File: src/owee_pkg.sv
// Shared types and codes for the 1-Wire EEPROM function-command unit.
// Holds the phase and sequencer enums, action codes and command bytes.
// No dependencies.
package owee_pkg;

  // Protocol phase of the command layer
  typedef enum logic [3:0] {
    PH_CMD,
    PH_ADDR,
    PH_CONFIRM,
    PH_WR_MAIN,
    PH_RD_SCR,
    PH_RD_MEM,
    PH_WR_APP,
    PH_RD_APP,
    PH_STATUS,
    PH_IDLE
  } phase_t;

  // Per-item sequencer
  typedef enum logic [2:0] {
    ST_ACCEPT,
    ST_EXEC,
    ST_MOD,
    ST_MOD_LAST,
    ST_RD_WAIT,
    ST_COPY,
    ST_COPY_LAST,
    ST_DONE
  } state_t;

  // Bus actions
  localparam logic [1:0] ACT_BUS_RESET = 2'd0;
  localparam logic [1:0] ACT_WRITE     = 2'd1;
  localparam logic [1:0] ACT_READ      = 2'd2;

  // Function commands
  localparam logic [7:0] CMD_WR_SCR    = 8'h0F;
  localparam logic [7:0] CMD_RD_SCR    = 8'hAA;
  localparam logic [7:0] CMD_CP_SCR    = 8'h55;
  localparam logic [7:0] CMD_RD_MEM    = 8'hF0;
  localparam logic [7:0] CMD_WR_APP    = 8'h99;
  localparam logic [7:0] CMD_RD_STATUS = 8'h66;
  localparam logic [7:0] CMD_RD_APP    = 8'hC3;
  localparam logic [7:0] CMD_CP_LOCK   = 8'h5A;

  // Confirmation bytes, lock bits and the undriven bus value
  localparam logic [7:0] COPY_CONFIRM   = 8'hA5;
  localparam logic [7:0] STATUS_CONFIRM = 8'h00;
  localparam logic [7:0] LOCK_MASK      = 8'h03;
  localparam logic [7:0] IDLE_BYTE      = 8'hFF;

endpackage

File: src/onewire_eeprom_slave_commands_unit.sv
// Byte-level function-command layer of a 1-Wire EEPROM slave.
// Each accepted beat runs ST_EXEC and ends in ST_DONE; an address byte adds ST_MOD, ST_MOD_LAST
// (reciprocal reduction), a data read ST_RD_WAIT, a copy ST_COPY (one byte a cycle)
// and ST_COPY_LAST. One beat is handled at a time; a reply held by out_tready stalls the input.
// Reset (rst_n, synchronous): phase awaits a command, lock status 0xFF, all store
// bytes read as zero through per-entry valid bits; no clearing pass.
module onewire_eeprom_slave_commands_unit
  import owee_pkg::*;
#(
  parameter int MAIN_BYTES = 32,
  parameter int APP_BYTES  = 8
) (
  input  logic        clk,
  input  logic        rst_n,
  input  logic        in_tvalid,
  output logic        in_tready,
  input  logic [7:0]  in_tdata,   // [7:0] data_byte
  input  logic [1:0]  in_tuser,   // [1:0] action
  output logic        out_tvalid,
  input  logic        out_tready,
  output logic [15:0] out_tdata,  // [7:0] read_byte, [8] command_error, [15:9] zero
  output logic [0:0]  out_tuser   // [0] read_driven
);

  localparam int STORE_BYTES = MAIN_BYTES + APP_BYTES;
  localparam int ADDR_W      = $clog2(STORE_BYTES);
  localparam int PTR_MAX     = (MAIN_BYTES > APP_BYTES) ? MAIN_BYTES : APP_BYTES;
  localparam int PTR_W       = $clog2(PTR_MAX);
  // Scaled reciprocals: floor(d * RECIP / 2^16) equals floor(d / N) for any byte d
  localparam int MAIN_RECIP  = (65536 + MAIN_BYTES - 1) / MAIN_BYTES;
  localparam int APP_RECIP   = (65536 + APP_BYTES - 1) / APP_BYTES;

  state_t              state_r, state_nxt;
  phase_t              phase_r, phase_nxt;
  logic [7:0]          cmd_r, cmd_nxt;
  logic [PTR_W-1:0]    ptr_r, ptr_nxt;
  logic [7:0]          lock_r, lock_nxt;
  logic [1:0]          act_r;
  logic [7:0]          din_r;
  logic [7:0]          quo_r, quo_nxt;
  logic [ADDR_W-1:0]   copy_addr_r, copy_addr_nxt;
  logic [ADDR_W-1:0]   copy_end_r, copy_end_nxt;
  logic                copy_pend_r;
  logic [ADDR_W-1:0]   copy_wa_r;
  logic [7:0]          res_byte_r, res_byte_nxt;
  logic                res_drv_r, res_drv_nxt;
  logic                res_err_r, res_err_nxt;
  logic                out_valid_r, out_valid_nxt;
  logic [7:0]          out_byte_r;
  logic                out_drv_r;
  logic                out_err_r;
  logic                scr_vld_r [STORE_BYTES];
  logic                mem_vld_r [STORE_BYTES];
  logic                scr_ok_r;
  logic                mem_ok_r;

  logic                in_fire;
  logic                out_free;
  logic                load_out;
  logic                is_app_cmd;
  logic                app_area;
  logic                unlocked;
  logic                do_copy;
  logic                do_mod;
  logic                do_rd;
  logic                scr_we;
  logic [ADDR_W-1:0]   area_addr;
  logic [ADDR_W-1:0]   scr_raddr;
  logic [7:0]          scr_rdata;
  logic [7:0]          mem_rdata;
  logic [7:0]          scr_byte;
  logic [7:0]          mem_byte;
  logic [PTR_W-1:0]    ptr_inc;
  logic [7:0]          modulus;
  logic [15:0]         recip;
  logic [23:0]         quo_prod;
  logic [15:0]         back_prod;
  logic [7:0]          rem_val;

  // Handshake and shared decode
  assign in_fire    = in_tvalid && in_tready;
  assign in_tready  = (state_r == ST_ACCEPT);
  assign out_free   = !out_valid_r || out_tready;
  assign load_out   = (state_r == ST_DONE) && out_free;
  assign is_app_cmd = (cmd_r == CMD_WR_APP) || (cmd_r == CMD_RD_APP);
  assign app_area   = (phase_r == PH_WR_APP) || (phase_r == PH_RD_APP);
  assign unlocked   = (lock_r & LOCK_MASK) != 8'h00;
  assign do_mod     = (act_r == ACT_WRITE) && (phase_r == PH_ADDR);
  assign do_copy    = (act_r == ACT_WRITE) && (phase_r == PH_CONFIRM) &&
                      (din_r == COPY_CONFIRM) &&
                      ((cmd_r == CMD_CP_SCR) || ((cmd_r == CMD_CP_LOCK) && unlocked));
  assign do_rd      = (act_r == ACT_READ) &&
                      ((phase_r == PH_RD_SCR) || (phase_r == PH_RD_MEM) ||
                       (phase_r == PH_RD_APP));

  // Store address of the current pointer and its wrapped increment
  assign area_addr = app_area ? ADDR_W'(MAIN_BYTES) + ADDR_W'(ptr_r) : ADDR_W'(ptr_r);
  always_comb begin
    if (app_area) begin
      ptr_inc = (ptr_r == PTR_W'(APP_BYTES - 1)) ? '0 : ptr_r + 1'b1;
    end else begin
      ptr_inc = (ptr_r == PTR_W'(MAIN_BYTES - 1)) ? '0 : ptr_r + 1'b1;
    end
  end

  // Address reduction: quotient by reciprocal multiply, then remainder by back-multiply
  assign modulus   = is_app_cmd ? 8'(APP_BYTES) : 8'(MAIN_BYTES);
  assign recip     = is_app_cmd ? 16'(APP_RECIP) : 16'(MAIN_RECIP);
  assign quo_prod  = {16'h0000, din_r} * {8'h00, recip};
  assign back_prod = {8'h00, quo_r} * {8'h00, modulus};
  assign rem_val   = din_r - back_prod[7:0];

  // Store memories; unwritten entries read as zero
  assign scr_we    = (state_r == ST_EXEC) && (act_r == ACT_WRITE) &&
                     ((phase_r == PH_WR_MAIN) || (phase_r == PH_WR_APP));
  assign scr_raddr = (state_r == ST_COPY) ? copy_addr_r : area_addr;
  assign scr_byte  = scr_ok_r ? scr_rdata : 8'h00;
  assign mem_byte  = mem_ok_r ? mem_rdata : 8'h00;

  owee_ram #(.WIDTH(8), .DEPTH(STORE_BYTES)) u_scratch_ram (
    .clk   (clk),
    .we    (scr_we),
    .waddr (area_addr),
    .wdata (din_r),
    .raddr (scr_raddr),
    .rdata (scr_rdata)
  );

  owee_ram #(.WIDTH(8), .DEPTH(STORE_BYTES)) u_memory_ram (
    .clk   (clk),
    .we    (copy_pend_r),
    .waddr (copy_wa_r),
    .wdata (scr_byte),
    .raddr (area_addr),
    .rdata (mem_rdata)
  );

  // Sequencer next state
  always_comb begin
    state_nxt = state_r;
    unique case (state_r)
      ST_ACCEPT: begin
        if (in_fire) state_nxt = ST_EXEC;
      end
      ST_EXEC: begin
        if (do_mod) state_nxt = ST_MOD;
        else if (do_copy) state_nxt = ST_COPY;
        else if (do_rd) state_nxt = ST_RD_WAIT;
        else state_nxt = ST_DONE;
      end
      ST_MOD: state_nxt = ST_MOD_LAST;
      ST_MOD_LAST: state_nxt = ST_DONE;
      ST_RD_WAIT: state_nxt = ST_DONE;
      ST_COPY: begin
        if (copy_addr_r == copy_end_r) state_nxt = ST_COPY_LAST;
      end
      ST_COPY_LAST: state_nxt = ST_DONE;
      ST_DONE: begin
        if (out_free) state_nxt = ST_ACCEPT;
      end
      default: state_nxt = ST_ACCEPT;
    endcase
  end

  // Protocol state, pointer, lock and result next values
  always_comb begin
    phase_nxt     = phase_r;
    cmd_nxt       = cmd_r;
    ptr_nxt       = ptr_r;
    lock_nxt      = lock_r;
    quo_nxt       = quo_r;
    copy_addr_nxt = copy_addr_r;
    copy_end_nxt  = copy_end_r;
    res_byte_nxt  = res_byte_r;
    res_drv_nxt   = res_drv_r;
    res_err_nxt   = res_err_r;
    unique case (state_r)
      ST_EXEC: begin
        res_byte_nxt = IDLE_BYTE;
        res_drv_nxt  = 1'b0;
        res_err_nxt  = 1'b0;
        if (act_r == ACT_BUS_RESET) begin
          phase_nxt = PH_CMD;
        end else if (act_r == ACT_WRITE) begin
          case (phase_r)
            PH_CMD: begin
              cmd_nxt = din_r;
              case (din_r) inside
                CMD_WR_SCR, CMD_RD_SCR, CMD_RD_MEM, CMD_WR_APP, CMD_RD_APP:
                  phase_nxt = PH_ADDR;
                CMD_CP_SCR, CMD_CP_LOCK, CMD_RD_STATUS:
                  phase_nxt = PH_CONFIRM;
                default: begin
                  res_err_nxt = 1'b1;
                  phase_nxt   = PH_IDLE;
                end
              endcase
            end
            PH_CONFIRM: begin
              phase_nxt = PH_IDLE;
              if ((cmd_r == CMD_RD_STATUS) && (din_r == STATUS_CONFIRM)) begin
                phase_nxt = PH_STATUS;
              end
              if (cmd_r == CMD_CP_SCR) begin
                copy_addr_nxt = '0;
                copy_end_nxt  = ADDR_W'(MAIN_BYTES - 1);
              end else begin
                copy_addr_nxt = ADDR_W'(MAIN_BYTES);
                copy_end_nxt  = ADDR_W'(STORE_BYTES - 1);
              end
              if (do_copy && (cmd_r == CMD_CP_LOCK)) begin
                lock_nxt = lock_r & ~LOCK_MASK;
              end
            end
            PH_WR_MAIN, PH_WR_APP: ptr_nxt = ptr_inc;
            default: ;
          endcase
        end else if (act_r == ACT_READ) begin
          if (do_rd) begin
            ptr_nxt = ptr_inc;
          end else if (phase_r == PH_STATUS) begin
            res_byte_nxt = lock_r;
            res_drv_nxt  = 1'b1;
            phase_nxt    = PH_IDLE;
          end
        end
      end
      ST_MOD: quo_nxt = quo_prod[23:16];
      ST_MOD_LAST: begin
        ptr_nxt = rem_val[PTR_W-1:0];
        if (cmd_r == CMD_RD_APP) phase_nxt = PH_RD_APP;
        else if (cmd_r == CMD_WR_APP) phase_nxt = unlocked ? PH_WR_APP : PH_IDLE;
        else if (cmd_r == CMD_WR_SCR) phase_nxt = PH_WR_MAIN;
        else if (cmd_r == CMD_RD_SCR) phase_nxt = PH_RD_SCR;
        else phase_nxt = PH_RD_MEM;
      end
      ST_RD_WAIT: begin
        res_byte_nxt = (phase_r == PH_RD_MEM) ? mem_byte : scr_byte;
        res_drv_nxt  = 1'b1;
      end
      ST_COPY: copy_addr_nxt = copy_addr_r + 1'b1;
      default: ;
    endcase
  end

  // Output register next value
  always_comb begin
    out_valid_nxt = out_valid_r;
    if (load_out) out_valid_nxt = 1'b1;
    else if (out_tready) out_valid_nxt = 1'b0;
  end

  // Control registers
  always_ff @(posedge clk) begin
    if (!rst_n) begin
      state_r     <= ST_ACCEPT;
      phase_r     <= PH_CMD;
      cmd_r       <= 8'h00;
      ptr_r       <= '0;
      lock_r      <= IDLE_BYTE;
      copy_pend_r <= 1'b0;
      out_valid_r <= 1'b0;
    end else begin
      state_r     <= state_nxt;
      phase_r     <= phase_nxt;
      cmd_r       <= cmd_nxt;
      ptr_r       <= ptr_nxt;
      lock_r      <= lock_nxt;
      copy_pend_r <= (state_r == ST_COPY);
      out_valid_r <= out_valid_nxt;
    end
  end

  // Valid bits of both stores
  always_ff @(posedge clk) begin
    if (!rst_n) begin
      for (int i = 0; i < STORE_BYTES; i++) begin
        scr_vld_r[i] <= 1'b0;
        mem_vld_r[i] <= 1'b0;
      end
    end else begin
      if (scr_we) scr_vld_r[area_addr] <= 1'b1;
      if (copy_pend_r) mem_vld_r[copy_wa_r] <= 1'b1;
    end
  end

  // Payload registers
  always_ff @(posedge clk) begin
    if (in_fire) begin
      act_r <= in_tuser;
      din_r <= in_tdata;
    end
    quo_r       <= quo_nxt;
    copy_addr_r <= copy_addr_nxt;
    copy_end_r  <= copy_end_nxt;
    copy_wa_r   <= copy_addr_r;
    res_byte_r  <= res_byte_nxt;
    res_drv_r   <= res_drv_nxt;
    res_err_r   <= res_err_nxt;
    scr_ok_r    <= scr_vld_r[scr_raddr];
    mem_ok_r    <= mem_vld_r[area_addr];
    if (load_out) begin
      out_byte_r <= res_byte_r;
      out_drv_r  <= res_drv_r;
      out_err_r  <= res_err_r;
    end
  end

  assign out_tvalid = out_valid_r;
  assign out_tdata  = {7'h00, out_err_r, out_byte_r};
  assign out_tuser  = out_drv_r;

  // Memory writes come only from the copy walk
  a_copy_write: assert property (@(posedge clk) disable iff (!rst_n)
    copy_pend_r |-> $past(state_r == ST_COPY))
    else $error("memory write outside copy walk");

  // Undriven reads show the idle bus byte
  a_idle_byte: assert property (@(posedge clk) disable iff (!rst_n)
    (out_tvalid && !out_tuser[0]) |-> (out_tdata[7:0] == IDLE_BYTE))
    else $error("undriven result carries data");

  // A command error never comes with a driven read
  a_err_undriven: assert property (@(posedge clk) disable iff (!rst_n)
    (out_tvalid && out_tdata[8]) |-> !out_tuser[0])
    else $error("command error on driven read");

  // Pointer stays inside the application area
  a_app_ptr: assert property (@(posedge clk) disable iff (!rst_n)
    ((phase_r == PH_WR_APP) || (phase_r == PH_RD_APP)) |-> (int'(ptr_r) < APP_BYTES))
    else $error("application pointer out of range");

endmodule

File: src/owee_ram.sv
// Generic single-write, single-read synchronous RAM with registered read data.
// No dependencies.
module owee_ram #(
  parameter int WIDTH = 8,
  parameter int DEPTH = 40
) (
  input  logic                     clk,
  input  logic                     we,
  input  logic [$clog2(DEPTH)-1:0] waddr,
  input  logic [WIDTH-1:0]         wdata,
  input  logic [$clog2(DEPTH)-1:0] raddr,
  output logic [WIDTH-1:0]         rdata
);

  logic [WIDTH-1:0] mem_r [DEPTH];
  logic [WIDTH-1:0] rdata_r;

  // Write port and registered read port
  always_ff @(posedge clk) begin
    if (we) begin
      mem_r[waddr] <= wdata;
    end
    rdata_r <= mem_r[raddr];
  end

  assign rdata = rdata_r;

endmodule
File: config.mk
export PLATFORM = sky130hd
export DESIGN_NAME = onewire_eeprom_slave_commands_unit
export DESIGN_NICKNAME = d
export VERILOG_FILES = /design/src/owee_pkg.sv /design/src/onewire_eeprom_slave_commands_unit.sv /design/src/owee_ram.sv
export SDC_FILE = /design/constraint.sdc
export NUM_CORES = 1
export LEC_CHECK = 0
export BUFFER_PORTS_ARGS = -buffer_cell sky130_fd_sc_hd__buf_2
export CAP_MARGIN = 5
export CELL_PAD_IN_SITES_DETAIL_PLACEMENT = 1
export CELL_PAD_IN_SITES_GLOBAL_PLACEMENT = 2
export CORE_ASPECT_RATIO = 0.9
export CORE_MARGIN = 2
export CORE_UTILIZATION = 40
export CTS_BUF_LIST = sky130_fd_sc_hd__clkbuf_4
export DETAILED_ROUTE_END_ITERATION = 8
export GPL_ROUTABILITY_DRIVEN = 0
export PLACE_DENSITY = 0.78
export SETUP_SLACK_MARGIN = 0.3
export SYNTH_ARGS = -nofsm -noshare
export SYNTH_HDL_FRONTEND = slang
export SYNTH_SLANG_ARGS = --single-unit
File: constraint.sdc
create_clock -name clk -period 2.8 [get_ports clk]
set_input_delay 0.14 -clock clk [delete_from_list [all_inputs] [get_ports clk]]
set_output_delay 0.14 -clock clk [all_outputs]
set_load 0.01 [all_outputs]
==> results.yml <==
global_routing:
  grt_pass1_wl_mm: 159
  grtUsageTotal: 0.250
  grt_max_degree: 100
  antenna_found_initial: 3
  first_global_vias: 24671
  overflow: 0
clock_tree:
  cts_max_level: 4
  cts_buffers: 212
  insertion_delay_ns: 1.09
  cts.sinks: 855
  clk_pin_slew_worst_paths_ns: 0.07
  cts_tree: "yes"
  clockBufferDepth: 3
  cts_root_buf: "clkbuf_4"
power:
  p_per_area_mw_per_mm2: 728
  peakVddDrop_uv: 316
  power_leakage_nw: 14.3
hold_path:
  min_path_type: "in -> reg"
timing:
  fin_crit_ns: 2.71
  setup_viol: 0
  timing_max_transition_violations_final: 0
  rsz0062_at_grt: "yes"
  clock_skew_ns: 0.117
  hold_viol: 0
  slew_headroom: 0.495
  worstMarginPinSlew_ns: 0.739
  layout_setup_ws_ns: 0.0857
  fin_crit_sh: 0.969
  fmax_ghz: 0.368
  holdWs_ns: 0.131
flow_run:
  maxCapViolations: 0
synth:
  netlist_top_cells_count: "edfxtp_1 (680), nand2_1 (327), nor2_1 (307)"
  yosysUniqueCellTypes: 74
  yosys_warnings: 0
  synth-main-ff-cell: "edfxtp_1"
  synth.most_common_cell: "edfxtp_1"
  yosysTopAreaCellShare: 0.610
  avgSynthCellArea_um2: 13.5
  netlist_area_mm2: 0.0335
  synth_seq_cells: 855
  ys_top_cells_by_area: "edfxtp_1 (61%), dfxtp_1 (10%), nand2_1 (3.7%)"
  synth-async-reset-ratio: 0
  yosysSeqAreaShare: 0.714
  synth_top_area_cell: "edfxtp_1"
  synth-edff-count: 680
  syn_inst: 2488
placed_design:
  detailedPlace.worstSlack_ns: -0.241
  port_buffers: 25
  dp_hpwl_mm: 69.4
die:
  die_h_um: 278
  ioPinCount: 33
  die_w_um: 309
  start_util: 0.404
  core-area_mm2: 0.0828
  die_area_mm2: 0.0860
  rows: 100
cells_and_area:
  fill_cells: 8532
  syn2layout_area_growth_pct: 20.2
  seq_area_mm2: 0.0239
  multi_input_area_mm2: 0.00917
  drive_above_1_share: 0.251
  nNetsFinal: 2889
drt:
  vias: 23737
  dr.pass1.iters: 7
  drc: 0
  finalWirelength_mm: 109
  drt_iter0_drc: 2286
  vias_per_cell: 5.69
  ant_nets: 0
  avgRoutedWirePerCell_um: 26.0
critical_path:
  slowest_delay_ns: 0.55
  critPathCaptureType: "flop"
  critPathKind: "reg -> reg"
  crit_slowest_cell: "mux4_2"
  cp-start-kind: "flop"
  cp_cell_sequence: "and3b_4 > mux2i_4 > buf_12 > buf_16 > buf_12 > mux4_2 > a2111oi_4 > and3_4 > a221oi_2"
  worstPathRequired_ns: 3.75
  cp_common_cell: "buf_12"
  cp_max_fo: 6
  cp.arrival_ns: 3.66
status:
  status: "complete, no violations"
-- cells in the final DEF, fill, tap and decap left out, types with 9 or more instances in the layout --
master,netlist,layout
nor2b_1,18,18
a32oi_1,22,19
nor4_1,10,10
nand2_1,327,320
a31oi_1,42,36
o22ai_1,12,11
o21bai_1,32,32
buf_6,6,11
conb_1,1,10
a211oi_1,13,9
mux2_2,11,11
nor3_1,25,24
a311oi_2,0,12
a22oi_1,102,102
a221oi_1,35,33
clkinv_1,0,52
nor2_1,307,304
and3_1,38,36
o21ai_0,23,22
mux2i_1,46,39
nand3_1,63,61
a31o_2,19,19
buf_4,23,215
nand2b_1,14,14
buf_2,38,25
o211ai_1,16,16
clkbuf_4,0,324
buf_12,0,24
a21oi_1,67,67
mux4_2,24,24
inv_1,20,20
a22o_1,32,32
nand4_1,24,24
dfxtp_1,175,170
dlygate4sd3_1,0,28
edfxtp_1,680,680
-- logic make-up after synthesis --
family                     after synthesis  synth area share
and+or+nand+nor                        876             0.115
muxes                                   82            0.0340
xor gates and xnor gates                11           0.00288
adders and majority gates                9           0.00359
other                                    1          0.000112
AOI/OAI and AO/OA                      475             0.104
DFF                                    855             0.714
buffers and inverters                  179            0.0258
-- cell type report --
class,count,area share
multi-input combinational,1463,0.228
clock inverter,69,0.00852
timing repair buffer,313,0.0715
antenna,4,0.000249
inverter,21,0.00199
sequential,855,0.595
tap,1122,0.0349
clock buffer,324,0.0604
-- timing repair --
action                                 CTS  global route
setup endpoints to repair              369            80
endpoints found under the hold margin  165             0
resized for setup                       60            50
hold buffers                            28             0
buffers inserted                        28             8
gates cloned                             4             2
pin swaps                               20            19
-- registers in the layout, summed over array words and instances (netlist names), 2 cells and up --
register,cells
out_byte_r,8
mem_vld_r,64
din_r,8
u_scratch_ram.mem_r,320
u_memory_ram.mem_r,320
cmd_r,8
scr_vld_r,64
copy_wa_r,6
state_r,3
u_scratch_ram.rdata,8
copy_addr_r,6
act_r,2
copy_end_r,2
res_byte_r,8
phase_r,4
quo_r,2
u_memory_ram.rdata,8
ptr_r,5
-- through the flow --
step	power [mW]	cells	TNS (ns)	cell area, µm²	utilization
2_1_floorplan	16.7	2497	0	33500	-
3_3_place_gp	18.3	3704	-0.379	36200	0.437
3_5_place_dp	18.4	3704	-0.714	36200	0.437
4_1_cts	29.3	4157	0	39900	0.481
5_1_grt	30.4	4169	0	40200	0.486
6_report	29.3	4171	0	40300	0.486
-- per-layer routing --
metal,global-route usage,share of wire,wire (µm)
met2,0.392,0.47,50800
met3,0.0656,0.088,9520
met4,0.0815,0.022,2350
met5,0,0,0
met1,0.339,0.42,46000
-- critical path, delay by kind of cell, from the launching register on --
kind	cells	cell delay [ns]
buffers and inverters	3	0.42
DFF	1	0.33
AOI/OAI and AO/OA	2	0.37
muxes	2	0.85
and+or+nand+nor	2	0.62
-- power breakdown --
| part | switching, mW | total [mW] | internal (mW) |
|---|---|---|---|
| logic | 2.71 | 4.13 | 1.43 |
| clock network | 5.22 | 10.6 | 5.40 |
| registers | 0.227 | 14.5 | 14.3 |
| total | 8.16 | 29.3 | 21.1 |
-- path summary, 6_finish.rpt --
path	start	end	slack, ns	cells past startpoint
worst max register to register	state_r[1]	u_scratch_ram.rdata[0]	0.09	9
worst min-delay path	rst_n	phase_r[0]	0.13	4
worst min register to register	res_drv_r	out_tuser	0.42	0
worst max-delay path	state_r[1]	u_scratch_ram.rdata[0]	0.09	9
(Power assumes the default switching activity.)
